**src/sv/ivv_pkg.sv**
```systemverilog
// Shared types and character constants for the IPv6 text address validator.
package ivv_pkg;

	localparam int QUEUE_DEPTH = 4;

	localparam logic [7:0] CH_OPEN   = 8'h5B;
	localparam logic [7:0] CH_CLOSE  = 8'h5D;
	localparam logic [7:0] CH_PERIOD = 8'h2E;
	localparam logic [7:0] CH_COLON  = 8'h3A;
	localparam logic [7:0] CH_ZERO   = 8'h30;
	localparam logic [7:0] CH_NINE   = 8'h39;
	localparam logic [7:0] CH_UP_A   = 8'h41;
	localparam logic [7:0] CH_UP_F   = 8'h46;
	localparam logic [7:0] CH_LOW_A  = 8'h61;
	localparam logic [7:0] CH_LOW_F  = 8'h66;

	localparam logic [2:0] MAX_COLONS   = 3'd7;
	localparam logic [2:0] TAIL_COLONS  = 3'd6;
	localparam logic [1:0] MAX_PERIODS  = 2'd3;
	localparam logic [2:0] MAX_WORD_LEN = 3'd4;
	localparam logic [2:0] MAX_POSITION = 3'd4;
	localparam logic [9:0] MAX_OCTET    = 10'd255;

	typedef enum logic [2:0] {
		CC_OTHER,
		CC_OPEN,
		CC_CLOSE,
		CC_PERIOD,
		CC_COLON,
		CC_DIGIT,
		CC_ALPHA
	} char_class_t;

	typedef struct packed {
		char_class_t cls;
		logic [3:0]  digit;
		logic        is_last;
	} ivv_item_t;

endpackage

```
**src/sv/ivv_front.sv**
```systemverilog
// Front end: classifies each incoming character for the checking engine.
module ivv_front (
	input  logic              [7:0] char_code,
	input  logic                    is_last,
	output ivv_pkg::ivv_item_t      item
);
	import ivv_pkg::*;

	always_comb begin
		item.is_last = is_last;
		item.digit   = 4'd0;
		unique case (char_code) inside
			CH_OPEN:   item.cls = CC_OPEN;
			CH_CLOSE:  item.cls = CC_CLOSE;
			CH_PERIOD: item.cls = CC_PERIOD;
			CH_COLON:  item.cls = CC_COLON;
			[CH_ZERO:CH_NINE]: begin
				item.cls   = CC_DIGIT;
				item.digit = char_code[3:0];
			end
			[CH_UP_A:CH_UP_F], [CH_LOW_A:CH_LOW_F]: item.cls = CC_ALPHA;
			default:   item.cls = CC_OTHER;
		endcase
	end

endmodule

```
**src/sv/ivv_queue.sv**
```systemverilog
// Short queue of classified characters between the front end and the engine.
module ivv_queue (
	input  logic                    clk,
	input  logic                    arst_n,
	input  logic                    push,
	input  ivv_pkg::ivv_item_t      push_item,
	output logic                    full,
	input  logic                    pop,
	output logic                    head_valid,
	output ivv_pkg::ivv_item_t      head_item
);
	import ivv_pkg::*;

	localparam int PTR_W = $clog2(QUEUE_DEPTH);
	localparam int CNT_W = $clog2(QUEUE_DEPTH + 1);

	ivv_item_t           mem_q [QUEUE_DEPTH];
	logic [PTR_W-1:0]    wr_ptr_q;
	logic [PTR_W-1:0]    rd_ptr_q;
	logic [CNT_W-1:0]    count_q;
	logic                do_push;
	logic                do_pop;

	assign full       = (count_q == CNT_W'(QUEUE_DEPTH));
	assign head_valid = (count_q != '0);
	assign head_item  = mem_q[rd_ptr_q];
	assign do_push    = push && !full;
	assign do_pop     = pop && head_valid;

	always_ff @(posedge clk) begin
		if (do_push) begin
			mem_q[wr_ptr_q] <= push_item;
		end
	end

	always_ff @(posedge clk or negedge arst_n) begin
		if (!arst_n) begin
			wr_ptr_q <= '0;
			rd_ptr_q <= '0;
			count_q  <= '0;
		end else begin
			if (do_push) begin
				wr_ptr_q <= wr_ptr_q + PTR_W'(1);
			end
			if (do_pop) begin
				rd_ptr_q <= rd_ptr_q + PTR_W'(1);
			end
			if (do_push && !do_pop) begin
				count_q <= count_q + CNT_W'(1);
			end else if (do_pop && !do_push) begin
				count_q <= count_q - CNT_W'(1);
			end
		end
	end

	assert property (@(posedge clk) disable iff (!arst_n)
		count_q <= CNT_W'(QUEUE_DEPTH))
		else $error("queue count exceeds depth");
	assert property (@(posedge clk) disable iff (!arst_n)
		(do_push && !do_pop) |=> (count_q == $past(count_q) + CNT_W'(1)))
		else $error("queue count did not follow a write");
	assert property (@(posedge clk) disable iff (!arst_n)
		(count_q == '0) |-> (wr_ptr_q == rd_ptr_q))
		else $error("empty queue with unequal pointers");

endmodule

```
**src/sv/ivv_back.sv**
```systemverilog
// Checking engine: applies the address rules per character and registers the verdict.
module ivv_back (
	input  logic                    clk,
	input  logic                    arst_n,
	input  logic                    head_valid,
	input  ivv_pkg::ivv_item_t      head_item,
	output logic                    pop,
	output logic                    out_valid,
	input  logic                    out_ready,
	output logic                    address_valid,
	output logic                    bracketed
);
	import ivv_pkg::*;

	logic        failed_q, failed_n;
	logic        dcs_q, dcs_n;
	logic [2:0]  colon_cnt_q, colon_cnt_n;
	logic [1:0]  period_cnt_q, period_cnt_n;
	logic [2:0]  word_len_q, word_len_n;
	logic        all_dig_q, all_dig_n;
	logic [9:0]  word_val_q, word_val_n;
	logic [2:0]  pos_q, pos_n;
	char_class_t head_q [3];
	char_class_t h0, h1, h2;
	char_class_t recent0_q, recent1_q;
	char_class_t cls;
	char_class_t end1, end2;
	char_class_t at_off0, at_off1;
	logic        off;
	logic        bad;
	logic        br;
	logic [13:0] val_x10;
	logic        out_valid_q;
	logic        out_free;
	logic        take;

	function automatic logic ipv4_part(input logic [2:0] len, input logic all_dig,
			input logic [9:0] val);
		ipv4_part = (len >= 3'd1) && (len <= 3'd3) && all_dig && (val <= MAX_OCTET);
	endfunction

	assign cls      = head_item.cls;
	assign out_free = !out_valid_q || out_ready;
	assign pop      = head_valid && (!head_item.is_last || out_free);
	assign take     = pop;
	assign out_valid = out_valid_q;
	assign val_x10  = {1'b0, word_val_q, 3'b000} + {3'b000, word_val_q, 1'b0};

	always_comb begin
		h0 = (pos_q == 3'd0) ? cls : head_q[0];
		h1 = (pos_q == 3'd1) ? cls : head_q[1];
		h2 = (pos_q == 3'd2) ? cls : head_q[2];
		off = (h0 == CC_OPEN);
		at_off0 = off ? h1 : h0;
		at_off1 = off ? h2 : h1;

		failed_n     = failed_q;
		dcs_n        = dcs_q;
		colon_cnt_n  = colon_cnt_q;
		period_cnt_n = period_cnt_q;
		word_len_n   = word_len_q;
		all_dig_n    = all_dig_q;
		word_val_n   = word_val_q;

		case (cls)
			CC_OPEN: begin
				if (pos_q != 3'd0) failed_n = 1'b1;
			end
			CC_CLOSE: begin
				if (!head_item.is_last || pos_q == 3'd0 || h0 != CC_OPEN) failed_n = 1'b1;
			end
			CC_PERIOD: begin
				if (period_cnt_q >= MAX_PERIODS) failed_n = 1'b1;
				else period_cnt_n = period_cnt_q + 2'd1;
				if (!ipv4_part(word_len_q, all_dig_q, word_val_q)) failed_n = 1'b1;
				if (colon_cnt_q != TAIL_COLONS && !dcs_q) failed_n = 1'b1;
				if (colon_cnt_q == MAX_COLONS && at_off0 != CC_COLON && at_off1 != CC_COLON)
					failed_n = 1'b1;
				word_len_n = 3'd0;
				all_dig_n  = 1'b1;
				word_val_n = 10'd0;
			end
			CC_COLON: begin
				if (colon_cnt_q >= MAX_COLONS) failed_n = 1'b1;
				else colon_cnt_n = colon_cnt_q + 3'd1;
				if (period_cnt_q != 2'd0) failed_n = 1'b1;
				if (pos_q != 3'd0 && recent0_q == CC_COLON) begin
					if (dcs_q) failed_n = 1'b1;
					dcs_n = 1'b1;
				end
				word_len_n = 3'd0;
				all_dig_n  = 1'b1;
				word_val_n = 10'd0;
			end
			default: begin
				if (word_len_q >= MAX_WORD_LEN || cls == CC_OTHER) begin
					failed_n = 1'b1;
				end else begin
					word_len_n = word_len_q + 3'd1;
					if (cls == CC_DIGIT) begin
						if (word_len_q <= 3'd2) word_val_n = val_x10[9:0] + 10'(head_item.digit);
					end else begin
						all_dig_n = 1'b0;
					end
				end
			end
		endcase

		pos_n = (pos_q < MAX_POSITION) ? pos_q + 3'd1 : pos_q;

		br  = (h0 == CC_OPEN);
		bad = failed_n;
		if (pos_n < 3'd2) bad = 1'b1;
		if (br) begin
			if (cls != CC_CLOSE || pos_n < 3'd4) bad = 1'b1;
			else if (h1 == CC_COLON && h2 != CC_COLON) bad = 1'b1;
			end1 = recent0_q;
			end2 = recent1_q;
		end else begin
			end1 = cls;
			end2 = recent0_q;
		end
		if (period_cnt_n != 2'd0) begin
			if (period_cnt_n != MAX_PERIODS || !ipv4_part(word_len_n, all_dig_n, word_val_n))
				bad = 1'b1;
		end else begin
			if (colon_cnt_n != MAX_COLONS && !dcs_n) bad = 1'b1;
			if (word_len_n == 3'd0 && end1 != CC_COLON && end2 != CC_COLON) bad = 1'b1;
		end
	end

	always_ff @(posedge clk or negedge arst_n) begin
		if (!arst_n) begin
			failed_q     <= 1'b0;
			dcs_q        <= 1'b0;
			colon_cnt_q  <= 3'd0;
			period_cnt_q <= 2'd0;
			word_len_q   <= 3'd0;
			all_dig_q    <= 1'b1;
			word_val_q   <= 10'd0;
			pos_q        <= 3'd0;
			head_q[0]    <= CC_OTHER;
			head_q[1]    <= CC_OTHER;
			head_q[2]    <= CC_OTHER;
			recent0_q    <= CC_OTHER;
			recent1_q    <= CC_OTHER;
			out_valid_q  <= 1'b0;
		end else begin
			if (take && head_item.is_last) begin
				out_valid_q <= 1'b1;
			end else if (out_ready) begin
				out_valid_q <= 1'b0;
			end
			if (take) begin
				if (head_item.is_last) begin
					failed_q     <= 1'b0;
					dcs_q        <= 1'b0;
					colon_cnt_q  <= 3'd0;
					period_cnt_q <= 2'd0;
					word_len_q   <= 3'd0;
					all_dig_q    <= 1'b1;
					word_val_q   <= 10'd0;
					pos_q        <= 3'd0;
					head_q[0]    <= CC_OTHER;
					head_q[1]    <= CC_OTHER;
					head_q[2]    <= CC_OTHER;
					recent0_q    <= CC_OTHER;
					recent1_q    <= CC_OTHER;
				end else begin
					failed_q     <= failed_n;
					dcs_q        <= dcs_n;
					colon_cnt_q  <= colon_cnt_n;
					period_cnt_q <= period_cnt_n;
					word_len_q   <= word_len_n;
					all_dig_q    <= all_dig_n;
					word_val_q   <= word_val_n;
					pos_q        <= pos_n;
					head_q[0]    <= h0;
					head_q[1]    <= h1;
					head_q[2]    <= h2;
					recent1_q    <= recent0_q;
					recent0_q    <= cls;
				end
			end
		end
	end

	always_ff @(posedge clk) begin
		if (take && head_item.is_last) begin
			address_valid <= !bad;
			bracketed     <= br;
		end
	end

	assert property (@(posedge clk) disable iff (!arst_n)
		(word_len_q <= MAX_WORD_LEN) && (pos_q <= MAX_POSITION))
		else $error("word length or character position out of range");
	assert property (@(posedge clk) disable iff (!arst_n)
		word_val_q <= 10'd999)
		else $error("word decimal value beyond three digits");
	assert property (@(posedge clk) disable iff (!arst_n)
		(take && head_item.is_last) |=> (out_valid_q && pos_q == 3'd0 && !failed_q))
		else $error("final character did not yield a result and clear the state");
	assert property (@(posedge clk) disable iff (!arst_n)
		(out_valid_q && !out_ready) |-> !(take && head_item.is_last))
		else $error("result overwritten while still pending");

endmodule

```
**src/sv/ipv6_text_address_validator_unit.sv**
```systemverilog
// Top level of the IPv6 text address validator.
// A result passes through the queue and then the result register after its final
// character is accepted; the engine updates its state as each character is taken.
// Throughput: one character per cycle unless the queue fills or the result port stalls.
// A four-entry queue decouples input acceptance from a stalled result port.
// Reset is asynchronous and active low, clearing the queue, engine state and result flag.
module ipv6_text_address_validator_unit (
	input  logic       clk,
	input  logic       arst_n,
	input  logic       in_valid,
	output logic       in_ready,
	input  logic [7:0] char_code,
	input  logic       is_last,
	output logic       out_valid,
	input  logic       out_ready,
	output logic       address_valid,
	output logic       bracketed
);
	import ivv_pkg::*;

	ivv_item_t front_item;
	ivv_item_t head_item;
	logic      full;
	logic      head_valid;
	logic      pop;

	assign in_ready = !full;

	ivv_front u_front (
		.char_code (char_code),
		.is_last   (is_last),
		.item      (front_item)
	);

	ivv_queue u_queue (
		.clk        (clk),
		.arst_n     (arst_n),
		.push       (in_valid),
		.push_item  (front_item),
		.full       (full),
		.pop        (pop),
		.head_valid (head_valid),
		.head_item  (head_item)
	);

	ivv_back u_back (
		.clk           (clk),
		.arst_n        (arst_n),
		.head_valid    (head_valid),
		.head_item     (head_item),
		.pop           (pop),
		.out_valid     (out_valid),
		.out_ready     (out_ready),
		.address_valid (address_valid),
		.bracketed     (bracketed)
	);

endmodule
```
**config.mk**
```make
export PLATFORM = sky130hd
export DESIGN_NAME = ipv6_text_address_validator_unit
export DESIGN_NICKNAME = d
export VERILOG_FILES = /design/src/sv/ivv_pkg.sv /design/src/sv/ivv_front.sv /design/src/sv/ivv_queue.sv /design/src/sv/ivv_back.sv /design/src/sv/ipv6_text_address_validator_unit.sv
export SDC_FILE = /design/constraint.sdc
export NUM_CORES = 1
export LEC_CHECK = 0
export BUFFER_PORTS_ARGS = -buffer_cell sky130_fd_sc_hd__buf_4
export CORE_ASPECT_RATIO = 1.2
export CORE_MARGIN = 3
export CORE_UTILIZATION = 55
export DETAILED_ROUTE_END_ITERATION = 8
export GPL_TIMING_DRIVEN = 0
export HOLD_SLACK_MARGIN = 0.08
export PLACE_DENSITY = 0.82
export REMOVE_ABC_BUFFERS = 1
export SYNTH_ARGS = -nofsm -noshare
export SYNTH_HDL_FRONTEND = slang
export SYNTH_SLANG_ARGS = --single-unit
```
**constraint.sdc**
```tcl
create_clock -name clk -period 3.6 [get_ports clk]
set_clock_uncertainty 0.1 [all_clocks]
set_input_delay 0.18 -clock clk [delete_from_list [all_inputs] [get_ports clk]]
set_output_delay 0.18 -clock clk [all_outputs]
set_load 0.01 [all_outputs]
```
==> results.rst <==
.. list-table::
   :header-rows: 1

   * - Metric
     - Value
   * - Result of the run
     - finished clean
   * - # IOs
     - 17
   * - Part of the total power dissipated in sequential elements
     - 0.368
   * - Total DRC errors in the routed layout
     - 0
   * - Floorplan row count
     - 35
   * - Cell types occupying the most area after synthesis
     - sky130_fd_sc_hd__dfrtp_1, sky130_fd_sc_hd__edfxtp_1, sky130_fd_sc_hd__ha_1
   * - Height of the die
     - approximately 100 µm
   * - RSZ-0062 raised after global routing
     - no
   * - Power density normalized to cell area
     - about 820 nW/µm²
   * - Worst setup slack for register-to-register paths
     - roughly 120 ps
   * - Register bit count reported by yosys
     - 81
   * - Worst path top cell family by delay
     - compound AO/OA/AOI/OAI gates
   * - Leakage power figure
     - 2.09 nW
   * - WP buf/inv
     - 2
   * - Final routed wire length divided by cell count
     - between 15 and 20 µm
   * - Synthesis-to-layout area growth
     - 8.96%
   * - Post-Syn Instances
     - 400
   * - Number of clock buffers inserted by TritonCTS
     - 9
   * - Post-synth EDFFs
     - 34
   * - Distinct cells, synth
     - 64
   * - Number of fill cells
     - between 600 and 700
   * - Most frequent CP cell
     - sky130_fd_sc_hd__inv_1
   * - Number of buffers on the longest clock path
     - 2
   * - Count of yosys warnings during synthesis
     - 0
   * - Most frequent cells in the layout
     - sky130_fd_sc_hd__dfrtp_1, sky130_fd_sc_hd__nand2_1, sky130_fd_sc_hd__edfxtp_1
   * - Last weighted congestion value of the routability-driven placer
     - between 0.8 and 0.9
   * - Largest incremental delay on the critical path
     - ~550 ps
   * - Maximum level of the CTS H-tree
     - 3
   * - First-pass detailed-route iteration total
     - 5
   * - Number of vias after detailed routing
     - 3233
   * - Sink Count
     - approximately 80
   * - Final Hold Fails
     - 0
   * - Most common library cell in the layout ignoring fill and taps
     - sky130_fd_sc_hd__dfrtp_1
   * - Final ANT Viol Nets
     - 0
   * - PnR Total Power
     - ~4.0 mW
   * - Filler-free cell count of the finished design
     - a little over 500
   * - Hold/Removal Path Class
     - in -> reg
   * - IR drop worst, VDD
     - around 0.00059 V
   * - Area taken by multi-input logic gates
     - between 2000 and 2500 µm²
   * - Critical path fanouts, max
     - 4
   * - Total instance count after detailed placement
     - a little under 500
   * - Number of I/O port buffers
     - 16
   * - Pin count of the biggest net entering global routing
     - 48
   * - DRC violation total after the first TritonRoute iteration
     - ~240
   * - Max-cap check violation count
     - 0
   * - Netlist area before placement
     - about 4500 µm²
   * - Critical path type
     - reg -> reg
   * - Number of antenna violations at the first check in global routing
     - 0
   * - Clock Power Share
     - 0.158
   * - X dimension of the die
     - ~90 µm
   * - Critical path, cell by cell
     - mux4_1 -> inv_1 -> fa_1 -> inv_1 -> fa_2 -> a21oi_2 -> o21a_1 -> o311ai_0 -> mux2i_1 -> a31oi_1 -> a2111oi_2
   * - Fraction of final layout cells with drive strength greater than 1
     - 0.143
   * - Final wirelength
     - slightly below 9000 µm
   * - Setup-violating endpoint count in the final report
     - 0
   * - Aggregate global routing overflow
     - 0
   * - CP Data Arrival Time
     - 3480 ps
   * - Internal power contribution
     - about 2.3 mW
   * - Share of synthesized registers carrying an async set or reset
     - 0.580
   * - Final period util
     - 0.966
   * - Core area
     - around 8000 µm²
   * - Clock slew at the register clock pins of the worst setup and hold paths
     - about 90 ps
   * - Minimum hold slack
     - between 90 and 100 ps
   * - Actual slew at the worst max-slew pin
     - 977 ps
   * - Peak Freq
     - approximately 290 MHz
   * - Cell type with the largest total area after synthesis
     - sky130_fd_sc_hd__dfrtp_1
   * - Count of nets after finishing
     - about 460
   * - Kind of end point of the critical path
     - register
   * - Worst endpoint required time
     - between 3000 and 4000 ps
   * - Fraction of the yosys area taken by sequential cells
     - 0.491
   * - Flip-flop and latch area
     - between 2000 and 2500 µm²
   * - Worst slew margin relative to its limit
     - 0.348
   * - Die area
     - between 9000 and 10000 µm²
   * - Switching power of the nets
     - between 1.5 and 2 mW
   * - Vias in the first global route
     - approximately 3300
   * - Setup_tns
     - 0 ps
   * - Global-route wire length before repair
     - about 15000 µm
   * - Clk_lat worst skew
     - between 300 and 400 ps
   * - Slowest-stage cell, CP
     - sky130_fd_sc_hd__mux4_1
   * - Root buffer selected by CTS
     - sky130_fd_sc_hd__clkbuf_8
   * - Via density per instance
     - 6.31
   * - Final Max Slew Viols
     - 0
   * - Kind of start point of the critical path
     - register
   * - Minimum clock period after layout
     - between 3000 and 4000 ps
   * - TritonCTS clock tree
     - yes
   * - Initial core utilization
     - 0.575
   * - All-Layer GR Usage
     - 0.208
   * - Fraction of synthesized cell area taken by the top area cell type
     - 0.257
   * - Mean post-synth cell area
     - ~11 µm²
   * - Post-DP HPWL
     - between 6000 and 7000 µm
   * - Number of antenna cells inserted
     - 0
   * - Switching part of the total power
     - 0.433
   * - Combinational cell fraction of total power
     - 0.474
   * - Predominant post-synthesis flop cell
     - sky130_fd_sc_hd__dfrtp_1
[power groups by stage]
stage	logic, mW	registers [mW]	clock network, mW
after detailed placement	1.81	1.50	0
after CTS	1.87	1.47	0.634
after global routing	2.10	1.50	0.677
after floorplan	1.35	1.44	0
after global placement	1.74	1.48	0
final	1.89	1.47	0.629
[cell families after synthesis]
family | share of synthesized area
compound gates | 0.164
mux | 0.0545
flops | 0.491
fa+ha+maj | 0.0972
simple gates | 0.134
buf+inv | 0.0383
xor+xnor | 0.0215
[path summary, 6_finish.rpt]
kind | end | startpoint | cells after the start
worst max-delay path | u_back.address_valid$_DFFE_PP_ | u_queue.rd_ptr_q[0]$_DFFE_PN0P_ | 11
worst min-delay path | u_queue.mem_q[1][4]$_DFFE_PP_ | char_code[2] | 2
worst max register to register | u_back.address_valid$_DFFE_PP_ | u_queue.rd_ptr_q[0]$_DFFE_PN0P_ | 11
worst min register to register | u_back.head_q[1]$_DFFE_PN0P_ | u_back.head_q[1]$_DFFE_PN0P_ | 1
max in group asynchronous | u_queue.rd_ptr_q[1]$_DFFE_PN0P_ | arst_n | 2
min in group asynchronous | u_back.period_cnt_q[1]$_DFFE_PN0P_ | arst_n | 2
[Yosys cell counts, drive strengths merged, types with 10 or more instances]
library cell	n
clkbuf	11
nor2	24
inv	25
ha	30
o21ai	24
a32o	10
edfxtp	34
nand2	38
a22o	11
dfrtp	46
a21oi	14
nor3	11
[final cells by class]
class                           count  area share
Clock buffer                        9      0.0254
Clock inverter                      7      0.0120
Inverter                           25      0.0192
Multi-Input combinational cell    277       0.436
Sequential cell                    81       0.451
Tap cell                           92      0.0236
Timing Repair Buffer               21      0.0333
[worst reg2reg max path, stage by stage, from the launching register on]
cell and delay (ps):
sky130_fd_sc_hd__dfrtp_2 430, sky130_fd_sc_hd__mux4_1 560, sky130_fd_sc_hd__inv_1 80, sky130_fd_sc_hd__fa_1 400, sky130_fd_sc_hd__inv_1 120, sky130_fd_sc_hd__fa_2 250
sky130_fd_sc_hd__a21oi_2 80, sky130_fd_sc_hd__o21a_1 200, sky130_fd_sc_hd__o311ai_0 430, sky130_fd_sc_hd__mux2i_1 170, sky130_fd_sc_hd__a31oi_1 320, sky130_fd_sc_hd__a2111oi_2 90
[through the flow]
step	instance area, µm²	utilization	worst slack (ps)
4_1_cts	4860	0.624	59.2
3_5_place_dp	4640	0.595	-459
6_report	4880	0.626	121
5_1_grt	4880	0.626	1.89
3_3_place_gp	4640	0.595	-369
2_1_floorplan	4400	-	252
[timing repair]
item / CTS / global route
hold endpoints to repair: 50 / 0
cloned: 0 / 0
endpoints found under the setup margin: 3 / 1
hold buffers: 2 / 0
pin swaps: 0 / 3
buffers inserted: 2 / 1
gates resized for setup: 2 / 4
[flip-flops by register name (all words and copies together) (netlist names), 2 cells and up]
name                 cells
u_back.head_q            9
u_back.recent1_q         3
u_back.pos_q             3
u_queue.count_q          3
u_back.colon_cnt_q       3
u_queue.rd_ptr_q         2
u_back.word_val_q       10
u_back.word_len_q        3
u_back.period_cnt_q      2
u_queue.wr_ptr_q         2
u_back.recent0_q         3
u_queue.mem_q           32
[per-layer routing]
metal / global-route usage / wire length [µm]
met1: 0.265 / 3630
met3: 0.0442 / 416
met5: 0 / 0
met2: 0.348 / 4660
met4: 0.0702 / 160
Power figures use the tool's default switching activity.
